### src/hw/rtl/prt_pkg.sv
// Shared types and constants of the pheromone roulette table.
`default_nettype none

package prt_pkg;

    // Field widths of the channels.
    localparam int W_W         = 24;   // Q8.16 weight
    localparam int RATE_W      = 18;   // Q2.16 rate
    localparam int FRAC_W      = 16;   // Q0.16 random fraction
    localparam int RATE_FRAC_W = 16;   // fraction bits of a rate, so 1.0 is 1 << 16
    localparam int NODE_IN_W   = 6;
    localparam int SLOT_IN_W   = 4;
    localparam int CFG_IDX_W   = 2;
    localparam int CFG_DATA_W  = 24;

    localparam logic [RATE_W-1:0] RATE_ONE = RATE_W'(1) << RATE_FRAC_W;
    localparam logic [W_W-1:0]    W_MAX    = {W_W{1'b1}};

    typedef enum logic [1:0] {
        OP_SELECT    = 2'd0,
        OP_REINFORCE = 2'd1,
        OP_DECAY     = 2'd2,
        OP_LOAD      = 2'd3
    } t_op;

    typedef enum logic [CFG_IDX_W-1:0] {
        CFG_PLACEMENT = 2'd0,
        CFG_DECAY     = 2'd1,
        CFG_MAX_LEVEL = 2'd2,
        CFG_MIN_LEVEL = 2'd3
    } t_cfg_idx;

    typedef enum logic [3:0] {
        ST_CLEAR,
        ST_IDLE,
        ST_SUM,
        ST_SCALE,
        ST_WALK,
        ST_READ,
        ST_MULT,
        ST_WRITE,
        ST_DONE
    } t_state;

    typedef struct packed {
        t_op                  operation;
        logic [NODE_IN_W-1:0] source_node;
        logic [SLOT_IN_W-1:0] slot;
        logic [FRAC_W-1:0]    random_fraction;
        logic [W_W-1:0]       load_value;
    } t_in_item;

    typedef struct packed {
        logic [SLOT_IN_W-1:0] chosen_slot;
        logic [W_W-1:0]       weight_after;
        logic                 select_error;
    } t_out_item;

    typedef struct packed {
        logic [RATE_W-1:0] placement_rate;
        logic [RATE_W-1:0] decay_rate;
        logic [W_W-1:0]    max_level;
        logic [W_W-1:0]    min_level;
    } t_cfg;

    typedef struct packed {
        logic idle;
        logic done;
    } t_eng_status;

endpackage

`default_nettype wire

### src/hw/rtl/prt_engine.sv
// Sequencer and datapath: clearing pass, roulette select and read-modify-write updates.
`default_nettype none

module prt_engine #(
    parameter  int NODE_COUNT = 64,
    parameter  int SLOT_COUNT = 16,
    localparam int ADDR_W     = $clog2(NODE_COUNT * SLOT_COUNT)
) (
    input  wire logic                    i_clk,
    input  wire logic                    i_rst_n,
    input  wire logic                    i_in_valid,
    input  prt_pkg::t_in_item            i_in_data,
    input  prt_pkg::t_cfg                i_cfg,
    input  wire logic                    i_out_free,
    output prt_pkg::t_eng_status         o_status,
    output prt_pkg::t_out_item           o_res,
    output logic                         o_mem_we,
    output logic [ADDR_W-1:0]            o_mem_waddr,
    output logic [prt_pkg::W_W-1:0]      o_mem_wdata,
    output logic                         o_mem_re,
    output logic [ADDR_W-1:0]            o_mem_raddr,
    input  wire logic [prt_pkg::W_W-1:0] i_mem_rdata
);
    import prt_pkg::*;

    localparam int DEPTH  = NODE_COUNT * SLOT_COUNT;
    localparam int ROW_W  = $clog2(NODE_COUNT);
    localparam int SLOT_W = $clog2(SLOT_COUNT);
    localparam int CNT_W  = SLOT_W + 1;
    localparam int TOT_W  = W_W + SLOT_W;
    localparam int SEL_W  = FRAC_W + TOT_W;
    localparam int PROD_W = W_W + RATE_W;
    localparam int SC_W   = PROD_W - RATE_FRAC_W;
    localparam int RED_W  = NODE_IN_W + ROW_W + 1;
    localparam int CMP_W  = ((SLOT_IN_W > CNT_W) ? SLOT_IN_W : CNT_W) + 1;

    // Wraps the row index modulo NODE_COUNT by restoring subtraction.
    function automatic logic [ROW_W-1:0] wrap_row(input logic [NODE_IN_W-1:0] node);
        logic [RED_W-1:0] v;
        v = RED_W'(node);
        for (int k = NODE_IN_W - 1; k >= 0; k--) begin
            if (v >= (RED_W'(NODE_COUNT) << k)) begin
                v = v - (RED_W'(NODE_COUNT) << k);
            end
        end
        return v[ROW_W-1:0];
    endfunction

    t_state              r_state, n_state;
    logic [ADDR_W-1:0]   r_clr, n_clr;
    t_in_item            r_in, n_in;
    logic [ADDR_W-1:0]   r_base, n_base;
    logic [CNT_W-1:0]    r_idx, n_idx;
    logic                r_pend, n_pend;
    logic [SLOT_W-1:0]   r_pend_idx, n_pend_idx;
    logic [TOT_W-1:0]    r_total, n_total;
    logic [TOT_W-1:0]    r_rem, n_rem;
    logic [PROD_W-1:0]   r_prod, n_prod;
    t_out_item           r_res, n_res;

    logic                pend_last;
    logic                issue_ok;
    logic                slot_ok;
    logic [TOT_W-1:0]    rd_ext;
    logic [SEL_W-1:0]    sel_prod;
    logic [SC_W-1:0]     scaled;
    logic [W_W-1:0]      sat_w;
    logic [W_W-1:0]      upd_w;
    logic [RATE_W-1:0]   rate;
    logic [ADDR_W-1:0]   slot_addr;

    assign pend_last = (r_pend_idx == SLOT_W'(SLOT_COUNT - 1));
    assign issue_ok  = (r_idx < CNT_W'(SLOT_COUNT));
    assign slot_ok   = (CMP_W'(r_in.slot) < CMP_W'(SLOT_COUNT));
    assign rd_ext    = TOT_W'(i_mem_rdata);
    assign sel_prod  = SEL_W'(r_in.random_fraction) * SEL_W'(r_total);
    assign scaled    = r_prod[PROD_W-1:RATE_FRAC_W];
    assign sat_w     = (|scaled[SC_W-1:W_W]) ? W_MAX : scaled[W_W-1:0];
    assign rate      = (r_in.operation == OP_REINFORCE) ? i_cfg.placement_rate
                                                        : i_cfg.decay_rate;
    assign slot_addr = r_base + ADDR_W'(r_in.slot);

    always_comb begin
        unique case (r_in.operation)
            OP_REINFORCE: upd_w = (sat_w > i_cfg.max_level) ? i_cfg.max_level : sat_w;
            OP_DECAY:     upd_w = (sat_w < i_cfg.min_level) ? i_cfg.min_level : sat_w;
            OP_LOAD:      upd_w = r_in.load_value;
            default:      upd_w = sat_w;
        endcase
    end

    always_comb begin
        n_state     = r_state;
        n_clr       = r_clr;
        n_in        = r_in;
        n_base      = r_base;
        n_idx       = r_idx;
        n_pend      = 1'b0;
        n_pend_idx  = r_idx[SLOT_W-1:0];
        n_total     = r_total;
        n_rem       = r_rem;
        n_prod      = r_prod;
        n_res       = r_res;
        o_mem_we    = 1'b0;
        o_mem_waddr = r_clr;
        o_mem_wdata = '0;
        o_mem_re    = 1'b0;
        o_mem_raddr = r_base + ADDR_W'(r_idx[SLOT_W-1:0]);

        unique case (r_state)
            ST_CLEAR: begin
                o_mem_we = 1'b1;
                n_clr    = r_clr + ADDR_W'(1);
                if (r_clr == ADDR_W'(DEPTH - 1)) begin
                    n_state = ST_IDLE;
                end
            end
            ST_IDLE: begin
                if (i_in_valid) begin
                    n_in    = i_in_data;
                    n_base  = ADDR_W'(wrap_row(i_in_data.source_node)) * ADDR_W'(SLOT_COUNT);
                    n_idx   = '0;
                    n_total = '0;
                    n_state = (i_in_data.operation == OP_SELECT) ? ST_SUM : ST_READ;
                end
            end
            ST_SUM: begin
                if (issue_ok) begin
                    o_mem_re = 1'b1;
                    n_pend   = 1'b1;
                    n_idx    = r_idx + CNT_W'(1);
                end
                if (r_pend) begin
                    n_total = r_total + rd_ext;
                    if (pend_last) begin
                        n_state = ST_SCALE;
                    end
                end
            end
            ST_SCALE: begin
                if (r_total == '0) begin
                    n_res.chosen_slot  = '0;
                    n_res.weight_after = '0;
                    n_res.select_error = 1'b1;
                    n_state            = ST_DONE;
                end else begin
                    n_rem   = sel_prod[SEL_W-1:FRAC_W];
                    n_idx   = '0;
                    n_state = ST_WALK;
                end
            end
            ST_WALK: begin
                if (issue_ok) begin
                    o_mem_re = 1'b1;
                    n_pend   = 1'b1;
                    n_idx    = r_idx + CNT_W'(1);
                end
                if (r_pend) begin
                    if (r_rem < rd_ext) begin
                        n_res.chosen_slot  = SLOT_IN_W'(r_pend_idx);
                        n_res.weight_after = i_mem_rdata;
                        n_res.select_error = 1'b0;
                        n_state            = ST_DONE;
                    end else begin
                        n_rem = r_rem - rd_ext;
                        if (pend_last) begin
                            n_res.chosen_slot  = '0;
                            n_res.weight_after = '0;
                            n_res.select_error = 1'b0;
                            n_state            = ST_DONE;
                        end
                    end
                end
            end
            ST_READ: begin
                if (slot_ok) begin
                    o_mem_re    = 1'b1;
                    o_mem_raddr = slot_addr;
                    n_state     = ST_MULT;
                end else begin
                    n_res.chosen_slot  = r_in.slot;
                    n_res.weight_after = '0;
                    n_res.select_error = 1'b0;
                    n_state            = ST_DONE;
                end
            end
            ST_MULT: begin
                n_prod  = PROD_W'(i_mem_rdata) * PROD_W'(rate);
                n_state = ST_WRITE;
            end
            ST_WRITE: begin
                o_mem_we           = 1'b1;
                o_mem_waddr        = slot_addr;
                o_mem_wdata        = upd_w;
                n_res.chosen_slot  = r_in.slot;
                n_res.weight_after = upd_w;
                n_res.select_error = 1'b0;
                n_state            = ST_DONE;
            end
            ST_DONE: begin
                if (i_out_free) begin
                    n_state = ST_IDLE;
                end
            end
            default: begin
                n_state = ST_IDLE;
            end
        endcase
    end

    always_ff @(posedge i_clk) begin
        if (!i_rst_n) begin
            r_state <= ST_CLEAR;
            r_clr   <= '0;
            r_pend  <= 1'b0;
        end else begin
            r_state <= n_state;
            r_clr   <= n_clr;
            r_pend  <= n_pend;
        end
    end

    always_ff @(posedge i_clk) begin
        r_in       <= n_in;
        r_base     <= n_base;
        r_idx      <= n_idx;
        r_pend_idx <= n_pend_idx;
        r_total    <= n_total;
        r_rem      <= n_rem;
        r_prod     <= n_prod;
        r_res      <= n_res;
    end

    assign o_status.idle = (r_state == ST_IDLE);
    assign o_status.done = (r_state == ST_DONE);
    assign o_res         = r_res;

endmodule

`default_nettype wire

### config.mk
export PLATFORM = sky130hd
export DESIGN_NAME = prt_engine
export DESIGN_NICKNAME = d
export VERILOG_FILES = /design/src/hw/rtl/prt_pkg.sv /design/src/hw/rtl/prt_engine.sv
export SDC_FILE = /design/constraint.sdc
export NUM_CORES = 2
export LEC_CHECK = 0
export ABC_AREA = 1
export BUFFER_PORTS_ARGS = -buffer_cell sky130_fd_sc_hd__buf_2
export CAP_MARGIN = 20
export CORE_ASPECT_RATIO = 0.9
export CORE_MARGIN = 4
export CORE_UTILIZATION = 60
export CTS_CLUSTER_SIZE = 8
export DETAILED_ROUTE_END_ITERATION = 8
export PLACE_DENSITY = 0.84
export SKIP_CTS_REPAIR_TIMING = 1
export SLEW_MARGIN = 20
export SYNTH_ARGS = -nofsm -noshare
export SYNTH_HDL_FRONTEND = slang
export SYNTH_SLANG_ARGS = --single-unit
### constraint.sdc
create_clock -name i_clk -period 7.1 [get_ports i_clk]
set_clock_uncertainty 0.1 [all_clocks]
set_input_delay 0.71 -clock i_clk [delete_from_list [all_inputs] [get_ports i_clk]]
set_output_delay 0.71 -clock i_clk [all_outputs]
set_load 0.01 [all_outputs]
==> run summary <==
The run finished with clean final reports. Clock latency on the worst-skew pair, taken at its later pin, is 0.50 ns. Entering global routing, the biggest net connects 42 pins. After synthesis, the mean cell area works out to 7.62 sq um. The setup path with the least slack is of type flip-flop to flip-flop.

The register-to-register path setup slack came out at 0.18 ns. The critical-path maximum fanout came out at 12. The fraction of registers with async set or reset after synthesis is 0%. The post-synthesis instance area came out at 42400 sq um. The number of sinks driven by the clock tree is 187.

Max-cap violations in this run came to 0. The final-layout worst hold slack came out at 0.273 ns. STA classifies the critical path endpoint as a flip-flop. The initial cell density of the core came out at 60.6%.

In this run the worst hold path is classified as input pin to flip-flop. The arrival time at the worst endpoint came out at 7.05 ns. The post-detailed-route DRC marker count came out at 0. The relative area change from synthesis to final layout is 8.14%. The count of pins over their slew limit is 0.

For this run, the number of Yosys warnings is 0. The post-detailed-route count of antenna-violating nets came out at 0. The first-pass GRT wire length is 209 mm. During I/O placement, the number of pins put on the boundary was 241.

The total routed wirelength came out at 134 mm. The most repeated cell in the gate-level netlist after synthesis is inv_1. The per-cell routed wire length came out at 20.0 um. The count of buffers inserted at the top-level ports is 240. The achievable clock frequency is 145 MHz. The number of buffers added by the clock tree synthesis step came out at 17.

The total area inside the core boundary comes to 70000 sq um. The most used flip-flop cell after synthesis is edfxtp_1. The first-pass iteration count of the detailed router is 7. The remaining global-route overflow is 0. Counting tap cells, the placed design contains a total of 6674 instances. Summing the sequential cell areas from Yosys gives 12.8% of the chip area. The HPWL reported at the end of detailed placement came out at 111 mm. Cells with a size suffix above 1 make up 11.0% of the layout.

The count of unique library cells instantiated by Yosys came out at 60. After technology mapping, the gate count stands at 5562. The period utilization came out at 97.5%. At the worst endpoint, the required time is 7.23 ns. The die extent in y is 260 um. The floorplan die area came out at 75000 sq um. The placement row count came out at 92.

The count of non-filler cells in the finished layout is 6727. The share of synthesized area in the top cell type comes to 33.7%. The synthesized netlist net count is 6762. The TritonCTS clock tree is yes. Global routing used 36.3% of the available tracks across all layers. Counting instances in the post-synthesis netlist gives the leading cell types as inv_1 (1370), nand2_1 (1325), fa_1 (713). The slew at the pin with the worst max-slew slack is 1.08 ns. Measured against its own limit, the worst slew margin works out to 28.2%. The die is 288 um wide. The worst setup path is launched from a flip-flop. The final number of setup-violating endpoints came out at 0.

The post-layout minimum cycle time is 6.92 ns. By area the synthesized netlist is led by fa_1 (34%), inv_1 (12%), edfxtp_1 (12%), nand2_1 (12%), ha_1 (9.5%). The cell sitting at the root of the clock tree is a clkbuf_16. The number of antenna violations at the first check in global routing was 4. The buffer levels on the longest clock path came out at 2. In this run, the number of DRC markers left after iteration 0 of detailed routing was 4174.

The via count of the first global-routing pass came to 37800. The final hold violation count came out at 0. The synthesized design spends more area on one cell type than any other, namely fa_1. CTS built an H-tree with a depth of 4. After detailed routing, the number of vias per cell comes to 5.66. The global placer's final weighted congestion is 1.07. The via count of the routed design is 38100. Adding up every negative setup slack in the final design gives 0 ns.

The synthesis-stage register bit count is 187. The number of synthesized flops with an enable pin is 168. The net count of the finished layout came out at 6973.

The clock transition at the registers of the reported paths is 0.10 ns.
per-layer routing:
| layer | share of wire [%] | global-route usage [%] | up-vias |
|---|---|---|---|
| met5 | 0.055 | 0 | - |
| met4 | 4.3 | 13.6 | 8 |
| met3 | 14 | 10.3 | 355 |
| met2 | 42 | 53.7 | 2443 |
| met1 | 39 | 50.9 | 18300 |
| li1 | - | - | 17000 |
path summary, 6_finish.rpt:
kind / cells after the start / start / end
setup / recovery: 27 / r_in[50] / r_prod[33]
hold / removal: 1 / i_in_data[7] / r_in[7]
setup reg to reg: 27 / r_in[50] / r_prod[33]
hold reg to reg: 0 / r_idx[1] / r_pend_idx[1]
per-stage QoR:
step,util (%),setup slack (ns),instance area [sq um]
2_1_floorplan,-,0.950,42400
3_3_place_gp,64.2,0.00263,44900
3_5_place_dp,64.2,-0.0644,44900
4_1_cts,65.1,-0.0922,45600
5_1_grt,65.5,-0.0155,45800
6_report,65.5,0.181,45800
cells by family after synthesis:
kind of cell / count (synthesis) / share of synthesized area [%]
AOI/OAI and AO/OA: 508 / 6.82
xor gates and xnor gates: 36 / 0.744
adders and majority gates: 1036 / 43.2
buffers and inverters: 1614 / 14.7
DFF: 187 / 12.8
and+or+nand+nor: 2181 / 21.8
sequential cells by signal (all words and copies together) (netlist names), 4 cells and up:
register,cells
r_clr,10
r_in,46
r_total,28
o_res,29
r_base,6
r_prod,26
r_idx,5
r_state,4
r_rem,28
r_pend_idx,4
cells in the final DEF (no fill, tap or decap), drive strengths merged, types with 5 or more instances in the layout:
cell / n
a211oi: 7
a21boi: 17
a21o: 19
a21oi: 209
a31oi: 12
buf: 403
clkbuf: 17
clkinv: 13
clkinvlp: 5
dfxtp: 19
edfxtp: 168
fa: 713
ha: 323
inv: 1399
nand2: 1369
nand3: 258
nand3b: 7
nand4: 32
nor2: 448
nor3: 31
nor4: 10
o211ai: 5
o21a: 10
o21ai: 203
o21bai: 17
or2: 21
xnor2: 12
xor2: 24
critical path: stages (launching register included):
cell and delay, ns:
edfxtp_1 0.42, inv_2 0.14, nor2_4 0.09, buf_4 0.17, or2_2 0.30, o21ai_4 0.13
clkinvlp_4 0.14, buf_4 0.20, buf_4 0.19, nand2_1 0.08, fa_1 0.41, inv_1 0.08
fa_1 0.44, fa_1 0.59, fa_1 0.44, fa_1 0.51, inv_1 0.05, fa_1 0.48
inv_1 0.04, ha_1 0.36, nand2_1 0.09, nand2_1 0.11, a21oi_2 0.19, o21ai_0 0.13
nor2_1 0.22, nand2_1 0.16, a21oi_1 0.26, xnor2_2 0.14
cell type report:
type                       instances  area (sq um)
clock inverter                    15           190
tap                              940          1180
clock buffer                      17           425
inverter                        1402          5290
sequential                       187          5430
timing repair buffer             403          2480
multi-input combinational       3762         30900
antenna                            1          2.50
fill                            6049         24100
Power is not shown: default switching activity piles up to over one toggle a cycle in this logic, so the estimate is an artifact.
