==> config.mk <==
export PLATFORM = sky130hd
export DESIGN_NAME = prt_cfg_regs
export DESIGN_NICKNAME = d
export VERILOG_FILES = /design/src/hw/rtl/prt_pkg.sv /design/src/hw/rtl/prt_cfg_regs.sv
export SDC_FILE = /design/constraint.sdc
export NUM_CORES = 1
export LEC_CHECK = 0
export ABC_AREA = 1
export BUFFER_PORTS_ARGS = -buffer_cell sky130_fd_sc_hd__buf_2
export CORE_ASPECT_RATIO = 1.5
export CORE_MARGIN = 4
export CORE_UTILIZATION = 50
export DETAILED_ROUTE_END_ITERATION = 10
export PLACE_DENSITY = 0.81
export RECOVER_POWER = 100
export SYNTH_ARGS = -nofsm -noshare
export SYNTH_HDL_FRONTEND = slang
export SYNTH_SLANG_ARGS = --single-unit
export TNS_END_PERCENT = 1
==> constraint.sdc <==
create_clock -name i_clk -period 1.1 [get_ports i_clk]
set_input_delay 0.055 -clock i_clk [delete_from_list [all_inputs] [get_ports i_clk]]
set_output_delay 0.055 -clock i_clk [all_outputs]
set_load 0.005 [all_outputs]
==> src/hw/rtl/prt_pkg.sv <==
// Shared types and constants of the pheromone roulette table.
`default_nettype none

package prt_pkg;

    // Field widths of the channels.
    localparam int W_W         = 24;   // Q8.16 weight
    localparam int RATE_W      = 18;   // Q2.16 rate
    localparam int FRAC_W      = 16;   // Q0.16 random fraction
    localparam int RATE_FRAC_W = 16;   // fraction bits of a rate, so 1.0 is 1 << 16
    localparam int NODE_IN_W   = 6;
    localparam int SLOT_IN_W   = 4;
    localparam int CFG_IDX_W   = 2;
    localparam int CFG_DATA_W  = 24;

    localparam logic [RATE_W-1:0] RATE_ONE = RATE_W'(1) << RATE_FRAC_W;
    localparam logic [W_W-1:0]    W_MAX    = {W_W{1'b1}};

    typedef enum logic [1:0] {
        OP_SELECT    = 2'd0,
        OP_REINFORCE = 2'd1,
        OP_DECAY     = 2'd2,
        OP_LOAD      = 2'd3
    } t_op;

    typedef enum logic [CFG_IDX_W-1:0] {
        CFG_PLACEMENT = 2'd0,
        CFG_DECAY     = 2'd1,
        CFG_MAX_LEVEL = 2'd2,
        CFG_MIN_LEVEL = 2'd3
    } t_cfg_idx;

    typedef enum logic [3:0] {
        ST_CLEAR,
        ST_IDLE,
        ST_SUM,
        ST_SCALE,
        ST_WALK,
        ST_READ,
        ST_MULT,
        ST_WRITE,
        ST_DONE
    } t_state;

    typedef struct packed {
        t_op                  operation;
        logic [NODE_IN_W-1:0] source_node;
        logic [SLOT_IN_W-1:0] slot;
        logic [FRAC_W-1:0]    random_fraction;
        logic [W_W-1:0]       load_value;
    } t_in_item;

    typedef struct packed {
        logic [SLOT_IN_W-1:0] chosen_slot;
        logic [W_W-1:0]       weight_after;
        logic                 select_error;
    } t_out_item;

    typedef struct packed {
        logic [RATE_W-1:0] placement_rate;
        logic [RATE_W-1:0] decay_rate;
        logic [W_W-1:0]    max_level;
        logic [W_W-1:0]    min_level;
    } t_cfg;

    typedef struct packed {
        logic idle;
        logic done;
    } t_eng_status;

endpackage

`default_nettype wire

==> src/hw/rtl/prt_cfg_regs.sv <==
// Configuration register file of the pheromone roulette table.
`default_nettype none

module prt_cfg_regs (
    input  wire logic                           i_clk,
    input  wire logic                           i_rst_n,
    input  wire logic                           i_cfg_valid,
    output logic                                o_cfg_ready,
    input  wire logic [prt_pkg::CFG_IDX_W-1:0]  i_cfg_index,
    input  wire logic [prt_pkg::CFG_DATA_W-1:0] i_cfg_data,
    output prt_pkg::t_cfg                       o_cfg
);
    import prt_pkg::*;

    t_cfg r_cfg;

    assign o_cfg_ready = 1'b1;
    assign o_cfg       = r_cfg;

    always_ff @(posedge i_clk) begin
        if (!i_rst_n) begin
            r_cfg.placement_rate <= RATE_ONE;
            r_cfg.decay_rate     <= RATE_ONE;
            r_cfg.max_level      <= W_MAX;
            r_cfg.min_level      <= '0;
        end else if (i_cfg_valid) begin
            unique case (t_cfg_idx'(i_cfg_index))
                CFG_PLACEMENT: r_cfg.placement_rate <= i_cfg_data[RATE_W-1:0];
                CFG_DECAY:     r_cfg.decay_rate     <= i_cfg_data[RATE_W-1:0];
                CFG_MAX_LEVEL: r_cfg.max_level      <= i_cfg_data[W_W-1:0];
                CFG_MIN_LEVEL: r_cfg.min_level      <= i_cfg_data[W_W-1:0];
                default:       r_cfg                <= r_cfg;
            endcase
        end
    end

endmodule

`default_nettype wire

==> key figures, run 1 <==
Clocking
  – TritonCTS clock tree: yes
  – H-tree depth: 3
  – CTS buffer count: 9
  – Cts hold-fix bufs: 6
  – Clk slew on worst S/H paths: 0.09 ns
  – Post-CTS Setup Inserts: 0
  – Clk_lat worst skew: about 0.35 ns
  – Post-CTS resize count: 0
  – CTS Sinks: 84
  – Root buf cell: clkbuf_8
  – Max clock buf depth: 2

Global routing
  – Gr ovfl total: 0
  – First-pass GRT wire length: 14200 um
  – Largest net degree at the start of global routing: 49
  – Total GRT Usage: 23.0%
  – Number of global-route vias before repair: approximately 3000
  – Initial antenna violation count: 0

Synth
  – EDFF count, synth: 0
  – Largest family of logic cells by synthesized area: simple AND/OR/NAND/NOR gates
  – Post-Syn Instances: 495
  – Adder-Cell Fraction of Synth Area: 0%
  – Compound-Gate Fraction of Synth Area: 2.50%
  – Simple-gate share of the synthesized area: 36.6%
  – Top FF cell, synth: dfxtp_1
  – Count leader, synth: nand2_1
  – Synth top area share: 49.3%
  – Synth top cells by count: nand2_1, nor2_1, dfxtp_1
  – Mux contribution to synthesized area: 0%
  – Syn Area/Cell: 6.89 um2
  – Post-Synth XOR/XNOR Area: 0%
  – Biggest area consumer among synthesized cells: dfxtp_1
  – Netlist cell types: 14
  – Net Count, Synth: 524
  – Top post-synthesis cells by area: dfxtp_1, nand2_1, nor2_1, nand3_1, inv_1
  – Mapped Area: 0.00341 mm2
  – Sequential cell area fraction in the yosys report: 49.3%
  – Async S/R FF share, synth: 0%
  – #FFs+latches synth: 84
  – Yosys warns: 0

Placed design
  – Placer Congestion: between 0.8 and 0.9
  – I/O Buffers: approximately 110
  – Post-place setup slack: about 0.17 ns
  – Dpl hpwl: 6440 um

Critical path
  – Required time of the worst setup path: 1.04 ns
  – Crit-path max FO: 2
  – Top delay family on crit path: flip-flops
  – Critical path, cell by cell: clkbuf_1
  – Slowest stage delay, CP: about 0.38 ns
  – Slowest stage cell, crit path: dfxtp_1
  – Sum of buffers and inverters on the critical path: 1
  – CP Class: register to primary output
  – CP startpoint kind: register
  – WP data arrival: 0.86 ns
  – Crit. End Element: primary output

Cells and area
  – Fillers: 607
  – Fraction of final layout cells sized beyond drive strength 1: 13.5%
  – Multi-input logic area: roughly 0.0013 mm2
  – Area grow syn2layout: 24.3%
  – FF/Latch Area: between 0.0015 and 0.002 mm2
  – Largest register FFs: 84
  – Final Util: ~64%
  – Ant. Diodes: 0
  – Nets: 630

STA
  – Unrepaired setup endpoints after global routing: no
  – Max Fclk: 1090 MHz
  – Setup ws final: 0.184 ns
  – Clock Skews: 0 ns
  – Slew of the pin with the lowest slew margin: 0.624 ns
  – Post-layout min period: ~0.9 ns
  – Relative slew slack: 58.4%
  – Final Hold Vio Count: 0
  – Total Negative Setup Slacks: 0 ns
  – # setup viols final: 0
  – Max-slew violations: 0
  – Final worst path period share: a little over four fifths

Pwr
  – Pwr per Cell Area: between 1000 and 1500 mW/mm2
  – Peak supply drop: 1130 uV
  – Clock Power Share: a little over a third
  – Pwr Total: 6.33 mW
  – Switching Share: 26.0%
  – Net Sw Power: 1.65 mW
  – Combinational Power Share: about 13%
  – Pleak: about 2.2 nW
  – Sequential power share: 51.9%
  – Internal power: around 4.7 mW

Detailed routing
  – DR vias: about 3400
  – DRT Pass-1 Iters: 4
  – Drt drc: 0
  – Via-per-instance ratio: 4.99
  – Final ANT Viol Nets: 0
  – Final WL: just over 9000 um
  – Iter 0 DRT Violations: 192
  – Post-DR wirelength/cell: 13.5 um

Floorplanning
  – Die height: 109 um
  – Core Footprint: 0.00658 mm2
  – IO Pins: about 110
  – # rows: 36
  – Die Width: 75.4 um
  – Initial Util: around half
  – Die footprint: 0.00823 mm2

Min path
  – Worst hold path class: input pin to register

Outcome
  – Status: completed

Run
  – Max_cap viols: 0
## per-stage QoR
step,area (um2),hold slack (ns),cells
after floorplan,3410,0.190,495
after global placement,4060,0.306,660
after detailed placement,4060,0.313,660
after CTS,4330,0.000795,682
after global routing,4240,0.00505,682
final,4240,0.00395,682
## power by group through the flow
stage,Combinational (mW),Clock (mW),Sequential (mW)
after global routing,0.913,2.40,3.30
after global placement,0.800,0,3.35
after floorplan,0.429,0,3.36
final,0.800,2.25,3.29
after CTS,0.842,2.28,3.28
after detailed placement,0.820,0,3.35
## kinds of logic after synthesis
| kind of cell | count (synthesis) |
|---|---|
| AOI/OAI and AO/OA | 17 |
| buffers and inverters | 95 |
| DFF | 84 |
| other | 1 |
| and+or+nand+nor | 298 |
## cells in the final DEF, fill, tap and decap left out, types with 2 or more instances in the layout
cell           synthesis  routed
clkbuf_1              12      58
buf_1                  6       2
clkbuf_2               0       2
a21oi_1               17      17
buf_2                 12      54
nand3_1               46      46
nor2_1                99      99
buf_4                  5       5
clkinvlp_4             0       2
clkbuf_8               0      11
nand2_1              126     126
nand4_1               25      25
buf_12                 0       5
inv_1                 60      60
dlygate4sd3_1          0       6
dfxtp_1               84      84
## path summary, 6_finish.rpt
path / from / end / slack, ns / cells past startpoint
setup / recovery: o_cfg[81]$_SDFFE_PN0P_ / o_cfg[81] / 0.18 / 1
hold reg to reg: o_cfg[36]$_SDFFE_PN1P_ / o_cfg[36]$_SDFFE_PN1P_ / 0.46 / 2
setup reg to reg: o_cfg[18]$_SDFFE_PN0P_ / o_cfg[18]$_SDFFE_PN0P_ / 0.39 / 4
hold / removal: i_cfg_data[1] / o_cfg[1]$_SDFFE_PN0P_ / 0.004 / 3
## layout make-up
class,count,area share (%)
clock inverters,3,1.06
flip-flops and latches,84,39.7
multi-input cells,316,31.5
inverters,60,5.31
repair buffers,130,16.4
well taps,76,2.24
clock buffers,13,3.75
## routing by layer
layer / global-route usage [%] / wire length (um) / vias up
met3: 5.63 / 638 / 26
met4: 12.5 / 419 / 0
met2: 38.6 / 4710 / 124
met5: 0 / 0 / -
li1: - / - / 1730
met1: 26.1 / 3410 / 1522
## worst min-delay path, cell delays in order
cell and delay, ns:
buf_2 0.13, nor2_1 0.05, nor2_1 0.08
Power figures use the tool's default switching activity.
==> inputs of run 2 (changes only) <==
--- a/config.mk
+++ b/config.mk
@@ -9,9 +9,9 @@
 export BUFFER_PORTS_ARGS = -buffer_cell sky130_fd_sc_hd__buf_2
 export CORE_ASPECT_RATIO = 1.5
 export CORE_MARGIN = 4
-export CORE_UTILIZATION = 50
+export CORE_UTILIZATION = 45
 export DETAILED_ROUTE_END_ITERATION = 10
-export PLACE_DENSITY = 0.81
+export PLACE_DENSITY = 0.77
 export RECOVER_POWER = 100
 export SYNTH_ARGS = -nofsm -noshare
 export SYNTH_HDL_FRONTEND = slang
==> constraint.sdc (replaced) <==
create_clock -name i_clk -period 0.8 [get_ports i_clk]
set_input_delay 0.04 -clock i_clk [delete_from_list [all_inputs] [get_ports i_clk]]
set_output_delay 0.04 -clock i_clk [all_outputs]
set_load 0.005 [all_outputs]
==> run 2 against run 1 <==
Effect of this change: the run now ends with negative setup slack left; non-clock buffer count grew 23; first-iteration DRC count decreased by 30%; die area up 10%; wire length up 8.6%; critical path depth unchanged; register-to-register slack got worse by 0.25 ns; via count rose by 1.9%; largest cell class unchanged; combinational power grew 68%.
==> key figures, run 2 (synthesis gave the netlist of run 1 again) <==
Clocking
  – Clk slew on worst S/H paths: 0.08 ns
  – CTS buffer count: 9
  – Max clock buf depth: 2
  – CTS Sinks: 84
  – Clk_lat worst skew: 0.36 ns
  – H-tree depth: 3
  – Root buf cell: clkbuf_8
  – TritonCTS clock tree: yes
  – Post-CTS Setup Inserts: 0

Pwr
  – Pleak: 2.53 nW
  – Sequential power share: about 53%
  – Internal power: 6.35 mW
  – Peak supply drop: 1460 uV
  – Clock Power Share: 31.5%
  – Combinational Power Share: between 10% and 20%
  – Pwr per Cell Area: roughly 1800 mW/mm2
  – Net Sw Power: ~2.3 mW
  – Switching Share: 26.4%

STA
  – # setup viols final: 85
  – Total Negative Setup Slacks: -3.01 ns
  – Unrepaired setup endpoints after global routing: yes
  – Max-slew violations: 0
  – Final Hold Vio Count: 0
  – Max Fclk: 1170 MHz
  – Post-layout min period: 0.856 ns
  – Final worst path period share: 107%
  – Clock Skews: 0 ns
  – Setup ws final: -0.0559 ns

Cells and area
  – Most frequent cells in the layout: nand2_1, nor2_1, dfxtp_2, buf_2, inv_1
  – Most common cell after layout, fill and taps aside: nand2_1
  – FF/Latch Area: 0.00178 mm2
  – Fillers: around 650
  – Multi-input logic area: ~0.0013 mm2
  – Fraction of final layout cells sized beyond drive strength 1: 34.4%
  – Largest register FFs: 84
  – Fin area: slightly below 0.005 mm2
  – Final Util: 65.9%
  – Ant. Diodes: 0
  – Area grow syn2layout: 41.6%
  – Nets: about 650
  – Fin cells: 728

Placed design
  – Post-place setup slack: -0.0616 ns
  – Dpl hpwl: 6540 um
  – I/O Buffers: 112
  – DP Area: 0.00416 mm2
  – Placer Congestion: 0.835
  – Placed Cells incl. Taps: 692

Detailed routing
  – Final ANT Viol Nets: 0
  – Post-DR wirelength/cell: 13.7 um
  – Iter 0 DRT Violations: approximately 140
  – DR vias: 3468
  – Via-per-instance ratio: 4.76
  – DRT Pass-1 Iters: 4
  – Drt drc: 0
  – Final WL: 9970 um

Floorplanning
  – IO Pins: 114
  – Die Width: 79.1 um
  – Initial Util: roughly 47%
  – Die footprint: 0.00906 mm2
  – # rows: 38
  – Die height: 115 um
  – Core Footprint: 0.00732 mm2

Global routing
  – Largest net degree at the start of global routing: 49
  – Initial antenna violation count: 0
  – Gr ovfl total: 0
  – Total GRT Usage: 22.1%
  – Number of global-route vias before repair: about 3300
  – First-pass GRT wire length: approximately 15000 um

Critical path
  – Crit. End Element: primary output
  – WP data arrival: 0.82 ns
  – Required time of the worst setup path: 0.76 ns
  – Critical path, cell by cell: buf_6
  – Slowest stage cell, crit path: dfxtp_2
  – CP startpoint kind: register
  – Top delay family on crit path: flip-flops
  – Sum of buffers and inverters on the critical path: 1
  – Slowest stage delay, CP: 0.36 ns
  – Crit-path max FO: 2
  – CP Class: register to primary output

Outcome
  – Failing checks: negative setup slack
  – Status: finished with violations

Min path
  – Worst hold path class: input pin to register

Run
  – Max_cap viols: 0
## run 2: cell count changes in the layout (fill, tap and decap cells not counted), moves of 2 or more
cell,before,now
dfxtp_1,84,7
dfxtp_2,0,77
clkbuf_1,58,11
buf_6,0,31
buf_2,54,71
dlygate4sd3_1,6,21
buf_4,5,15
buf_1,2,0
clkbuf_2,2,0
clkinv_2,0,2
clkinvlp_4,2,0
## run 2: final cells by class
class                   instances  area share [%]
inverters                      60            4.67
well taps                     100            2.59
flip-flops and latches         84            36.9
multi-input cells             316            27.9
clock buffers                  13            3.29
clock inverters                 2           0.207
repair buffers                153            24.5
## run 2: worst register-to-register path, cell delays in order (launching register included)
cell	delay, ns
dfxtp_2	0.33
inv_1	0.04
nand2_1	0.05
nand2_1	0.06
nor2_1	0.11
## run 2: worst paths after layout
path	from	end	slack (ns)	depth (start not counted)
max	o_cfg[58]$_SDFFE_PN0P_	o_cfg[58]	-0.06	1
min reg2reg	o_cfg[31]$_SDFFE_PN1P_	o_cfg[31]$_SDFFE_PN1P_	0.45	2
min	i_cfg_data[4]	o_cfg[52]$_SDFFE_PN0P_	0.008	3
max reg2reg	o_cfg[16]$_SDFFE_PN0P_	o_cfg[16]$_SDFFE_PN0P_	0.14	4
## run 2: layer usage
| layer | routed length [um] | vias to the layer above | part of all wire [%] | track usage (%) |
|---|---|---|---|---|
| met4 | 460 | 0 | 4.6 | 14.4 |
| met1 | 3730 | 1534 | 37 | 23.0 |
| met3 | 630 | 32 | 6.3 | 4.96 |
| met2 | 5150 | 130 | 52 | 39.1 |
| li1 | - | 1772 | - | - |
| met5 | 0 | - | 0 | 0 |
## run 2: repair_timing
| action | 4_1_cts | 5_1_grt |
|---|---|---|
| hold endpoints to repair | 37 | 0 |
| resized for setup | 92 | 24 |
| hold buffers | 21 | 0 |
| setup endpoints to repair | 84 | 85 |
## run 2: power groups by stage
| stage | Combinational (mW) | Sequential [mW] | Clock [mW] |
|---|---|---|---|
| after global routing | 1.49 | 4.60 | 2.93 |
| after floorplan | 0.599 | 4.62 | 0 |
| after global placement | 1.14 | 4.60 | 0 |
| final | 1.34 | 4.58 | 2.71 |
| after CTS | 1.27 | 4.56 | 2.73 |
| after detailed placement | 1.16 | 4.61 | 0 |
## run 2: through the flow
step	hold slack (ns)	power [mW]
3_3_place_gp	0.295	5.74
3_5_place_dp	0.292	5.77
2_1_floorplan	0.175	5.22
4_1_cts	0.00111	8.56
5_1_grt	0.00826	9.02
6_report	0.00752	8.63
==> inputs of run 3 (changes only) <==
--- a/config.mk
+++ b/config.mk
@@ -13,6 +13,7 @@
 export DETAILED_ROUTE_END_ITERATION = 10
 export PLACE_DENSITY = 0.77
 export RECOVER_POWER = 100
+export SLEW_MARGIN = 20
 export SYNTH_ARGS = -nofsm -noshare
 export SYNTH_HDL_FRONTEND = slang
 export SYNTH_SLANG_ARGS = --single-unit
==> constraint.sdc (replaced) <==
create_clock -name i_clk -period 0.8 [get_ports i_clk]
set_input_delay 0.12 -clock i_clk [delete_from_list [all_inputs] [get_ports i_clk]]
set_output_delay 0.12 -clock i_clk [all_outputs]
set_load 0.005 [all_outputs]
==> run 3 against run 2 <==
Effect of this change: the flow still finishes with violations (negative setup slack); wire length is 2.3% lower; die area is the same; register-to-register slack about the same; design area down 3.8%; global-route usage down 0.13 points; critical endpoint is now o_cfg[19]; largest power group unchanged; highest routed layer unchanged.
==> key figures, run 3 (synthesis gave the netlist of run 1 again) <==
Critical path
  – CP Class: register to primary output
  – Slowest stage cell, crit path: dfxtp_1
  – Required time of the worst setup path: 0.68 ns
  – Critical path, cell by cell: buf_2
  – Sum of buffers and inverters on the critical path: 1
  – Crit. End Element: primary output
  – WP data arrival: 0.83 ns
  – Crit-path max FO: 2
  – Slowest stage delay, CP: about 0.36 ns
  – CP startpoint kind: register
  – Top delay family on crit path: flip-flops

Floorplanning
  – Initial Util: ~47%
  – # rows: 38
  – Core Footprint: roughly 0.0073 mm2
  – Die Width: 79.1 um
  – IO Pins: 114
  – Die height: 115 um
  – Die footprint: 0.00906 mm2

Outcome
  – Status: finished with violations
  – Failing checks: negative setup slack

STA
  – Unrepaired setup endpoints after global routing: yes
  – Final Hold Vio Count: 0
  – Clock Skews: 0 ns
  – Max Fclk: 1050 MHz
  – Setup ws final: -0.150 ns
  – Post-layout min period: 0.950 ns
  – Final worst path period share: 119%
  – # setup viols final: 84
  – Total Negative Setup Slacks: -9.65 ns
  – Max-slew violations: 0
  – WHS: about 0.023 ns

Placed design
  – Dpl hpwl: slightly below 7000 um
  – DP Area: ~0.0042 mm2
  – I/O Buffers: 112
  – Placer Congestion: between 0.8 and 0.9
  – Post-place setup slack: -0.194 ns

Detailed routing
  – Met2 WL: 4990 um
  – Via-per-instance ratio: 4.88
  – Iter 0 DRT Violations: 148
  – DR vias: 3433
  – Top Metal Used: met4
  – Drt drc: 0
  – Post-DR wirelength/cell: 13.8 um
  – Final WL: approximately 9700 um
  – Final ANT Viol Nets: 0
  – Routed met3 length: 772 um
  – DRT Pass-1 Iters: 4
  – M1 WL: 3660 um

Pwr
  – Combinational Power Share: 13.2%
  – Switching Share: 24.9%
  – Clock Power Share: between 30% and 40%
  – Pleak: 2.47 nW
  – Net Sw Power: about 2.3 mW
  – Pwr per Cell Area: ~2000 mW/mm2
  – Sequential power share: between 40% and 50%
  – Internal power: 6.99 mW
  – Peak supply drop: 1360 uV

Cells and area
  – Multi-input logic area: 0.00134 mm2
  – FF/Latch Area: 0.00178 mm2
  – Most common cell after layout, fill and taps aside: nand2_1
  – Ant. Diodes: 0
  – Fraction of final layout cells sized beyond drive strength 1: 37.3%
  – Most frequent cells in the layout: nand2_1, nor2_1, dfxtp_2, buf_2, inv_1
  – Area grow syn2layout: 36.1%
  – Fillers: 701
  – Final Util: between 60% and 70%
  – Nets: 628
  – Fin area: 0.00464 mm2
  – Largest register FFs: 84

Global routing
  – Gr ovfl total: 0
  – Total GRT Usage: 21.9%
  – Initial antenna violation count: 0
  – Number of global-route vias before repair: 3207
  – First-pass GRT wire length: between 15000 and 20000 um
  – Largest net degree at the start of global routing: 60

Clocking
  – Clk_lat worst skew: 0.35 ns
  – Clk slew on worst S/H paths: 0.08 ns
  – Max clock buf depth: 2
  – CTS buffer count: 9
  – H-tree depth: 3
  – Post-CTS Setup Inserts: 0
  – Root buf cell: clkbuf_8
  – CTS Sinks: 84
  – TritonCTS clock tree: yes
  – Cts hold-fix bufs: 0

Run
  – Max_cap viols: 0

Min path
  – Worst hold path class: input pin to register
-- run 3: final timing paths --
check	from	end	slack, ns	cells past startpoint
worst max-delay path	o_cfg[19]$_SDFFE_PN0P_	o_cfg[19]	-0.15	1
worst min-delay path	i_cfg_data[23]	o_cfg[23]$_SDFFE_PN0P_	0.02	3
worst max register to register	o_cfg[19]$_SDFFE_PN0P_	o_cfg[19]$_SDFFE_PN0P_	0.13	4
worst min register to register	o_cfg[31]$_SDFFE_PN1P_	o_cfg[31]$_SDFFE_PN1P_	0.45	2
-- run 3: per-layer routing --
metal / vias to the layer above / global-route usage [%]
met3: 18 / 7.32
li1: 1721 / -
met2: 123 / 39.8
met4: 0 / 9.63
met5: - / 0
met1: 1571 / 22.6
-- run 3: what timing repair did --
action,in CTS,in global routing
endpoints found under the setup margin,84,84
hold endpoints to repair,0,0
resized for setup,93,23
-- run 3: cell type report --
class,count,area share [%]
inverter,60,4.85
clock buffer,12,3.56
timing repair buffer,128,20.2
tap,100,2.70
sequential,84,38.4
multi-input combinational,316,28.8
clock inverter,4,1.51
-- run 3: stage by stage --
stage          total power, mW  instances
5_1_grt                   9.71        704
6_report                  9.31        704
4_1_cts                   9.33        704
3_3_place_gp              5.75        688
2_1_floorplan             5.24        495
3_5_place_dp              5.78        688
-- run 3: power groups by stage --
stage / clock network [mW] / logic [mW] / registers, mW
3_5_place_dp: 0 / 1.17 / 4.61
2_1_floorplan: 0 / 0.621 / 4.62
5_1_grt: 3.73 / 1.38 / 4.60
4_1_cts: 3.56 / 1.21 / 4.56
6_report: 3.50 / 1.23 / 4.58
3_3_place_gp: 0 / 1.14 / 4.60
